[src/hw/rtl/liwp_pkg.sv]
// ----------------------------------------------------------------------------
// liwp_pkg
// Shared types, constants and functions of the line index random word picker:
// action codes, controller states, command/status bundles and xorshift32 step.
// ----------------------------------------------------------------------------
`default_nettype none

package liwp_pkg;

  // default sizes
  localparam int unsigned DEF_MAX_WORDS    = 8192;
  localparam int unsigned DEF_MAX_WORD_LEN = 96;
  localparam int unsigned DEF_OFFSET_BITS  = 20;

  // random state
  localparam int unsigned RNG_W        = 32;
  localparam logic [31:0] RNG_RESET    = 32'hC0DE_F00D;
  localparam logic [31:0] RNG_ZERO_FIX = 32'hA5A5_A5A5;
  localparam logic [31:0] SEED_MIX     = 32'h9E37_79B9;

  // byte codes
  localparam logic [7:0] CHAR_LF  = 8'h0A;
  localparam logic [7:0] CHAR_CR  = 8'h0D;
  localparam logic [7:0] CHAR_SP  = 8'h20;
  localparam logic [7:0] CHAR_TAB = 8'h09;

  // register port
  localparam int unsigned APB_AW   = 3;
  localparam logic        REG_SEED = 1'b0;

  typedef enum logic [1:0] {
    ACT_START = 2'd0,
    ACT_BYTE  = 2'd1,
    ACT_END   = 2'd2,
    ACT_PICK  = 2'd3
  } action_e;

  typedef enum logic [1:0] {
    ST_IDLE,
    ST_DIV,
    ST_READ,
    ST_OUT
  } state_e;

  // controller to datapath
  typedef struct packed {
    logic start_load;
    logic take_byte;
    logic end_load;
    logic pick_go;
    logic pick_fail;
    logic mem_read;
    logic out_load;
  } cmd_t;

  // datapath to controller
  typedef struct packed {
    logic pick_bad;
    logic mod_done;
    logic out_free;
  } stat_t;

  // xorshift32 with shifts 13, 17, 5; zero is replaced
  function automatic logic [31:0] rng_step(input logic [31:0] x);
    logic [31:0] y;
    y = x ^ (x << 13);
    y = y ^ (y >> 17);
    y = y ^ (y << 5);
    if (y == 32'd0) begin
      y = RNG_ZERO_FIX;
    end
    return y;
  endfunction

  // fold the time value into the state; zero is replaced
  function automatic logic [31:0] rng_seed(input logic [31:0] x, input logic [31:0] t);
    logic [31:0] y;
    y = x ^ (t << 16) ^ (t >> 3) ^ SEED_MIX;
    if (y == 32'd0) begin
      y = RNG_RESET;
    end
    return y;
  endfunction

endpackage

`default_nettype wire

[src/hw/rtl/liwp_ctrl.sv]
// ----------------------------------------------------------------------------
// liwp_ctrl
// Sequencer of the word picker: takes items in idle, walks a pick through the
// remainder unit, table read and output register (a failed pick: output only).
// ----------------------------------------------------------------------------
`default_nettype none

module liwp_ctrl (
  input  wire logic           clk_i,
  input  wire logic           rst_ni,
  input  wire logic           in_valid_i,
  input  wire logic [1:0]     in_action_i,
  output logic                in_ready_o,
  input  wire liwp_pkg::stat_t stat_i,
  output liwp_pkg::cmd_t      cmd_o
);

  liwp_pkg::state_e state_q, state_d;

  // state register
  always_ff @(posedge clk_i or negedge rst_ni) begin
    if (!rst_ni) begin
      state_q <= liwp_pkg::ST_IDLE;
    end else begin
      state_q <= state_d;
    end
  end

  // next state and commands
  always_comb begin
    state_d    = state_q;
    cmd_o      = '0;
    in_ready_o = 1'b0;
    case (state_q)
      liwp_pkg::ST_IDLE: begin
        in_ready_o = 1'b1;
        if (in_valid_i) begin
          case (liwp_pkg::action_e'(in_action_i))
            liwp_pkg::ACT_START: cmd_o.start_load = 1'b1;
            liwp_pkg::ACT_BYTE:  cmd_o.take_byte  = 1'b1;
            liwp_pkg::ACT_END:   cmd_o.end_load   = 1'b1;
            liwp_pkg::ACT_PICK: begin
              if (stat_i.pick_bad) begin
                cmd_o.pick_fail = 1'b1;
                state_d         = liwp_pkg::ST_OUT;
              end else begin
                cmd_o.pick_go = 1'b1;
                state_d       = liwp_pkg::ST_DIV;
              end
            end
            default: ;
          endcase
        end
      end
      liwp_pkg::ST_DIV: begin
        if (stat_i.mod_done) begin
          state_d = liwp_pkg::ST_READ;
        end
      end
      liwp_pkg::ST_READ: begin
        cmd_o.mem_read = 1'b1;
        state_d        = liwp_pkg::ST_OUT;
      end
      liwp_pkg::ST_OUT: begin
        if (stat_i.out_free) begin
          cmd_o.out_load = 1'b1;
          state_d        = liwp_pkg::ST_IDLE;
        end
      end
      default: state_d = liwp_pkg::ST_IDLE;
    endcase
  end

endmodule

`default_nettype wire

[config.mk]
export PLATFORM = sky130hd
export DESIGN_NAME = liwp_ctrl
export DESIGN_NICKNAME = d
export VERILOG_FILES = /design/src/hw/rtl/liwp_pkg.sv /design/src/hw/rtl/liwp_ctrl.sv
export SDC_FILE = /design/constraint.sdc
export NUM_CORES = 1
export LEC_CHECK = 0
export ABC_AREA = 1
export BUFFER_PORTS_ARGS = -buffer_cell sky130_fd_sc_hd__buf_2
export CORE_AREA = 2 2 39 41
export CTS_BUF_LIST = sky130_fd_sc_hd__clkbuf_16
export CTS_CLUSTER_DIAMETER = 80
export DETAILED_ROUTE_END_ITERATION = 6
export DIE_AREA = 0 0 41 43
export GPL_TIMING_DRIVEN = 0
export SYNTH_ARGS = -nofsm -noshare
export SYNTH_HDL_FRONTEND = slang
export SYNTH_SLANG_ARGS = --single-unit
[constraint.sdc]
create_clock -name clk_i -period 1.9 [get_ports clk_i]
set_clock_uncertainty 0.15 [all_clocks]
set_input_delay 0.38 -clock clk_i [delete_from_list [all_inputs] [get_ports clk_i]]
set_output_delay 0.38 -clock clk_i [all_outputs]
set_load 0.03 [all_outputs]
* Word-level counts from Yosys, hierarchy flattened
Cells that the tools add are included.
** Storage, ports and cells
- Bits in writable memories :: 0
- Bits in latches :: 0
- Memories :: 0
- Flip-flop bits (word level) :: 2
- Input port bits :: 8
- Bits in read-only memories :: 0
- Output and inout bits :: 8
** Operators by class
- Eq/ne operators :: 10
- Shift operators :: 0
- Muxes and demuxes :: 18
- Add/subtract/negate cells :: 0
- Bitwise logic cells :: 0
- Reduce and logical (&&, ||, !) cells :: 3
- $lt $le $gt $ge :: 0
- Divide/modulo/power cells :: 0
- Multiply operators :: 0
** Operators with widths (number)
- $mux W2 :: 6
- $mux W5 :: 2
- $mux W1 :: 9
- $eq A2 B2 Y1 const B :: 4
- $pmux W2 S4 :: 1
- $ne A2 B2 Y1 const B :: 3
- $eq A2 B1 Y1 const B :: 2
- $logic_not A2 Y1 :: 2
- $reduce_and A4 Y1 :: 1
- $ne A2 B1 Y1 const B :: 1

* Depth between registers and ports, before layout
Gate-level depths: netlist of run 1.
- Word-level depth :: 4
- Depth in mapped cells :: 8
- Mapped depth without buffers :: 8

* Least setup slack after synthesis of run 1
Ideal clock, no wire load.
- Path kind :: register -> output
- Start :: register state_q[0]
- End :: output port cmd_o[4] (netlist name)
- Path slack :: -0.344 ns
- Cell stages (with the launch flop) :: 5
- Arrival time :: 1.714 ns
- Data required time :: 1.370 ns
- Path buffers :: 0
- Cell sequence :: dfrtp_1 inv_1 ha_1 nand2_1 nor3_1
** RTL lines
- start: declaration :: RTL line liwp_ctrl.sv:18 : liwp_pkg::state_e state_q, state_d;
- start signal: assignment :: RTL line liwp_ctrl.sv:23 : state_q <= liwp_pkg::ST_IDLE;
- start signal: assignment :: RTL line liwp_ctrl.sv:25 : state_q <= state_d;
- end: declaration :: RTL line liwp_ctrl.sv:15 : output liwp_pkg::cmd_t cmd_o

==> run metrics, run 1 <==
sequential share of the synthesized area=19.4%; Synth Area in Adders=24.3%; GR Overflow Total=0; vias per cell=3.86; die area=1760 sq um; largest family of logic cells by synthesized area=simple AND/OR/NAND/NOR gates; Power Dens Cells=1650 nW/um^2; drt initial violations=3; Final Max Tran Viols=0; # setup viols final=0; root buffer cell=clkbuf_16; share of cells above drive strength 1=58.1%; Die X=41 um; CTS max path bufs=2; Synth Area in Compound Gates=1.94%; setup TNS=0 ps; WP buf/inv=2; synthesized area=258 sq um; most frequent cells after synthesis=nand2_1, inv_1, ha_1, nand3_1; initial core utilization=18.6%; ANT cells=0; syn_nets=52; CTS tree=done; pin count of the biggest net entering global routing=6; CP required=1370 ps; post-synth top area share=24.3%; io pins=16; Routed Antenna Nets=0; biggest regs=state_q (2); Leak=0.301 nW; Distinct cells, synth=12; slowest CP cell=dfrtp_2; global-route wire length before repair=862 um; Synth Instances=39; vias=301; critical path arrival=1320 ps; drt pass-1 iters=3; outcome=finished clean; dominant synthesized flop cell=dfrtp_1; Clock Sinks=2; GRT Overall Usage=7.13%; Post-Syn Area per Cell=6.61 sq um; period utilisation layout=97.5%; startpoint class of the critical path=register; vias in the first global route=251; max FFs per register=2; Yosys warning count=0; clock slew at reported path FFs=30 ps; Max Cap Violations=0; ranking of synthesized cells by area=ha_1, dfrtp_1, nand2_1, inv_1, nand3_1; detailed placement HPWL=451 um; critical setup path kind=reg -> out; Worst-Skew Late Latency=220 ps; FMAX=0.540 GHz; critical path endpoint category=output port; critical path, cell by cell=inv_4 > ha_4 > nand2_4 > nor3_4 > buf_6; CP max FO=4; DR WL/cell=7.63 um; Num CTS Buffers=3; Max-slew headroom=90.0%; total power=0.891 mW; Tmin final=1850 ps; Buffers on Ports=15; core box area=1380 sq um; post-synthesis mux area share=0%; ys async rst share=100%; Final Hold Violating Endpoints=0; Synth area leader=ha_1; Fill cells=147; xor and xnor area share after synthesis=0%; worst-case vdd ir drop=500 uV; Yosys reg bits=2; fin nets=77; Crit path largest cell delay=420 ps; Chip Height=43 um; drt drc=0; worst-margin pin slew=148 ps; worst hold path class=in -> async; RSZ-0062 raised after global routing=false; initial antenna violation count=0; total wire length=595 um; Simple-Gate Fraction of Synth Area=42.7%; floorplan row count=14; Synth-to-Final Area Change=110%; EDFF count, synth=0; H-tree levels=1; Top delay family on crit path=flip-flops; Top reg by flops=state_q; GP Congestion=0.726; count leader, synth=nand2_1
## power breakdown
group	internal, mW	leakage [nW]	total, mW	switching [mW]
clock network	0.267	0.0370	0.309	0.0422
registers	0.0687	0.0233	0.0936	0.0249
logic	0.213	0.241	0.488	0.275
## final timing paths
kind	startpoint	to	slack, ps	cells past startpoint
worst max-delay path	state_q[0]	cmd_o[4]	50	5
worst min-delay path	rst_ni	state_q[0]	330	2
worst max register to register	state_q[0]	state_q[0]	410	9
worst min register to register	state_q[1]	state_q[1]	480	3
max in group asynchronous	rst_ni	state_q[0]	1170	2
min in group clk_i	stat_i[2]	state_q[1]	420	5
## area by class of cell
cell class / instances / area [sq um] / area share [%]
flip-flops and latches: 2 / 51.3 / 9.49
inverters: 8 / 32.5 / 6.02
well taps: 16 / 20.0 / 3.70
repair buffers: 20 / 121 / 22.5
multi-input cells: 29 / 240 / 44.4
clock buffers: 3 / 75.1 / 13.9
## timing repair
action,CTS,global route
hold buffers,1,0
hold endpoints to repair,2,0
buffers inserted,0,4
cloned,0,0
resized for setup,6,2
endpoints found under the setup margin,4,4
## cell usage in the layout (no fill, tap or decap), types with 2 or more instances in the layout
cell type / count
buf_2: 14
nor2_4: 2
ha_1: 4
clkbuf_16: 3
nand2_1: 10
nand2_2: 2
nor3_4: 2
buf_4: 4
nand3_1: 3
inv_1: 6
## cells by family (layout without fill, tap and decap cells)
logic type	count (synthesis)	after routing
simple gates	23	23
buf+inv	8	31
fa+ha+maj	5	5
flops	2	2
compound gates	1	1
## layer usage
layer | GRT usage, % | share of wire [%] | wire, um
met1 | 8.36 | 43 | 257
met2 | 11.3 | 54 | 320
met3 | 1.57 | 2.7 | 16
met4 | 4.00 | 0 | 0
met5 | 0 | 0 | 0
## stage by stage
step | cell area (sq um) | instances | utilization (%) | hold slack, ps | setup WS (ps)
floorplan | 305 | 39 | - | -65.6 | 16.0
global placement | 400 | 70 | 28.9 | 15.6 | 61.6
detailed placement | 400 | 70 | 28.9 | 16.6 | 54.6
CTS | 507 | 74 | 36.6 | 342 | 4.47
global route | 541 | 78 | 39.1 | 346 | 8.02
finish | 541 | 78 | 39.1 | 327 | 48.0
Note: power is estimated with default switching activity, not from simulation.
==> run 2: changes to the inputs <==
- CTS_CLUSTER_DIAMETER: 80 -> 150
- SETUP_SLACK_MARGIN: not set -> 0.15
==> run metrics, run 2 (synthesis gave the netlist of run 1 again) <==
slowest CP cell=dfrtp_1; fin nets=78; root buffer cell=clkbuf_16; worst-case vdd ir drop=625 uV; Die X=41 um; most frequent cells in the layout=nand2_1, buf_2, inv_1, buf_6, buf_4; hold_ws=353 ps; Layout Cells excl Fill=79; total wire length=712 um; RSZ-0062 raised after global routing=true; worst-margin pin slew=169 ps; Top reg by flops=state_q; GP Congestion=0.597; drt pass-1 iters=3; initial core utilization=18.6%; DR WL/cell=9.01 um; worst hold path class=in -> async; Chip Height=43 um; period utilisation layout=91.4%; share of cells above drive strength 1=57.1%; vias per cell=3.94; CP max FO=4; Routed Antenna Nets=0; detailed placement HPWL=460 um; Leak=0.311 nW; critical path, cell by cell=inv_2 > ha_4 > nand2_8 > nor3_4 > buf_6; commonest non-fill, non-tap cell in the layout=nand2_1; fin util=42.7%; critical setup path kind=reg -> out; setup TNS=0 ps; startpoint class of the critical path=register; Crit path largest cell delay=380 ps; H-tree levels=1; core box area=1380 sq um; Worst R2R Setup Slack=450 ps; cell area after layout=591 sq um; global-route wire length before repair=1.12 mm; initial antenna violation count=0; drt drc=0; WP buf/inv=2; Max-slew headroom=88.8%; GRT Overall Usage=10.0%; CTS tree=done; Final Max Tran Viols=0; Clock Sinks=2; Tmin final=1740 ps; critical path endpoint category=output port; max FFs per register=2; drt initial violations=7; outcome=finished clean; vias in the first global route=285; vias=311; Num CTS Buffers=3; io pins=16; die area=1760 sq um; biggest regs=state_q (2); dpl cell area=422 sq um; Final Hold Violating Endpoints=0; Synth-to-Final Area Change=129%; critical path arrival=1210 ps; Power Dens Cells=1600 nW/um^2; Max Cap Violations=0; CP required=1370 ps; ANT cells=0; GR Overflow Total=0; clock slew at reported path FFs=30 ps; floorplan row count=14; # setup viols final=0; pin count of the biggest net entering global routing=6; Worst-Skew Late Latency=220 ps; DP Cell Count=70; FMAX=0.576 GHz; Top delay family on crit path=flip-flops; Buffers on Ports=15; CTS max path bufs=2
==> run 2: cell types whose count changed in the layout (fill, tap and decap cells not counted), sizes merged <==
cell / previous run / this run
buf: 19 / 20
==> run 2: what timing repair did <==
| action | 4_1_cts | 5_1_grt |
|---|---|---|
| setup buffers | 5 | 0 |
| resized for setup | 11 | 5 |
| endpoints found under the hold margin | 2 | 0 |
| hold buffers | 1 | 0 |
| setup endpoints to repair | 5 | 6 |
| pin swaps | 2 | 1 |
| cloned | 0 | 0 |
==> run 2: per-layer routing <==
layer / up-vias / GRT usage (%) / part of all wire, %
met5: - / 0 / 0
met3: 0 / 4.71 / 2.4
met2: 5 / 14.7 / 52
met4: 0 / 6.00 / 0
li1: 166 / - / -
met1: 140 / 11.3 / 45
==> run 2: final cells by class <==
type                       count  area [sq um]
timing repair buffer          21           160
inverter                       8          30.0
tap                           16          20.0
sequential                     2          50.0
multi-input combinational     29           255
clock buffer                   3          75.1
fill                         129           793
==> run 2: through the flow <==
step / total power [mW] / worst slack (ps)
global route: 1.02 / 114
floorplan: 0.439 / 154
detailed placement: 0.513 / 152
finish: 0.947 / 163
CTS: 0.941 / 156
global placement: 0.509 / 150
==> run 2: power by group <==
group          internal, mW  switching, mW
registers            0.0666         0.0157
clock network         0.267         0.0446
logic                 0.248          0.305
total                 0.582          0.365
==> run 2: worst paths after layout <==
| kind | startpoint | end | cells after the start |
|---|---|---|---|
| worst max-delay path | state_q[1] | cmd_o[4] | 5 |
| worst min-delay path | rst_ni | state_q[1] | 2 |
| worst max register to register | state_q[0] | state_q[0] | 6 |
| worst min register to register | state_q[0] | state_q[0] | 3 |
| max in group asynchronous | rst_ni | state_q[0] | 2 |
| min in group clk_i | stat_i[2] | state_q[1] | 5 |
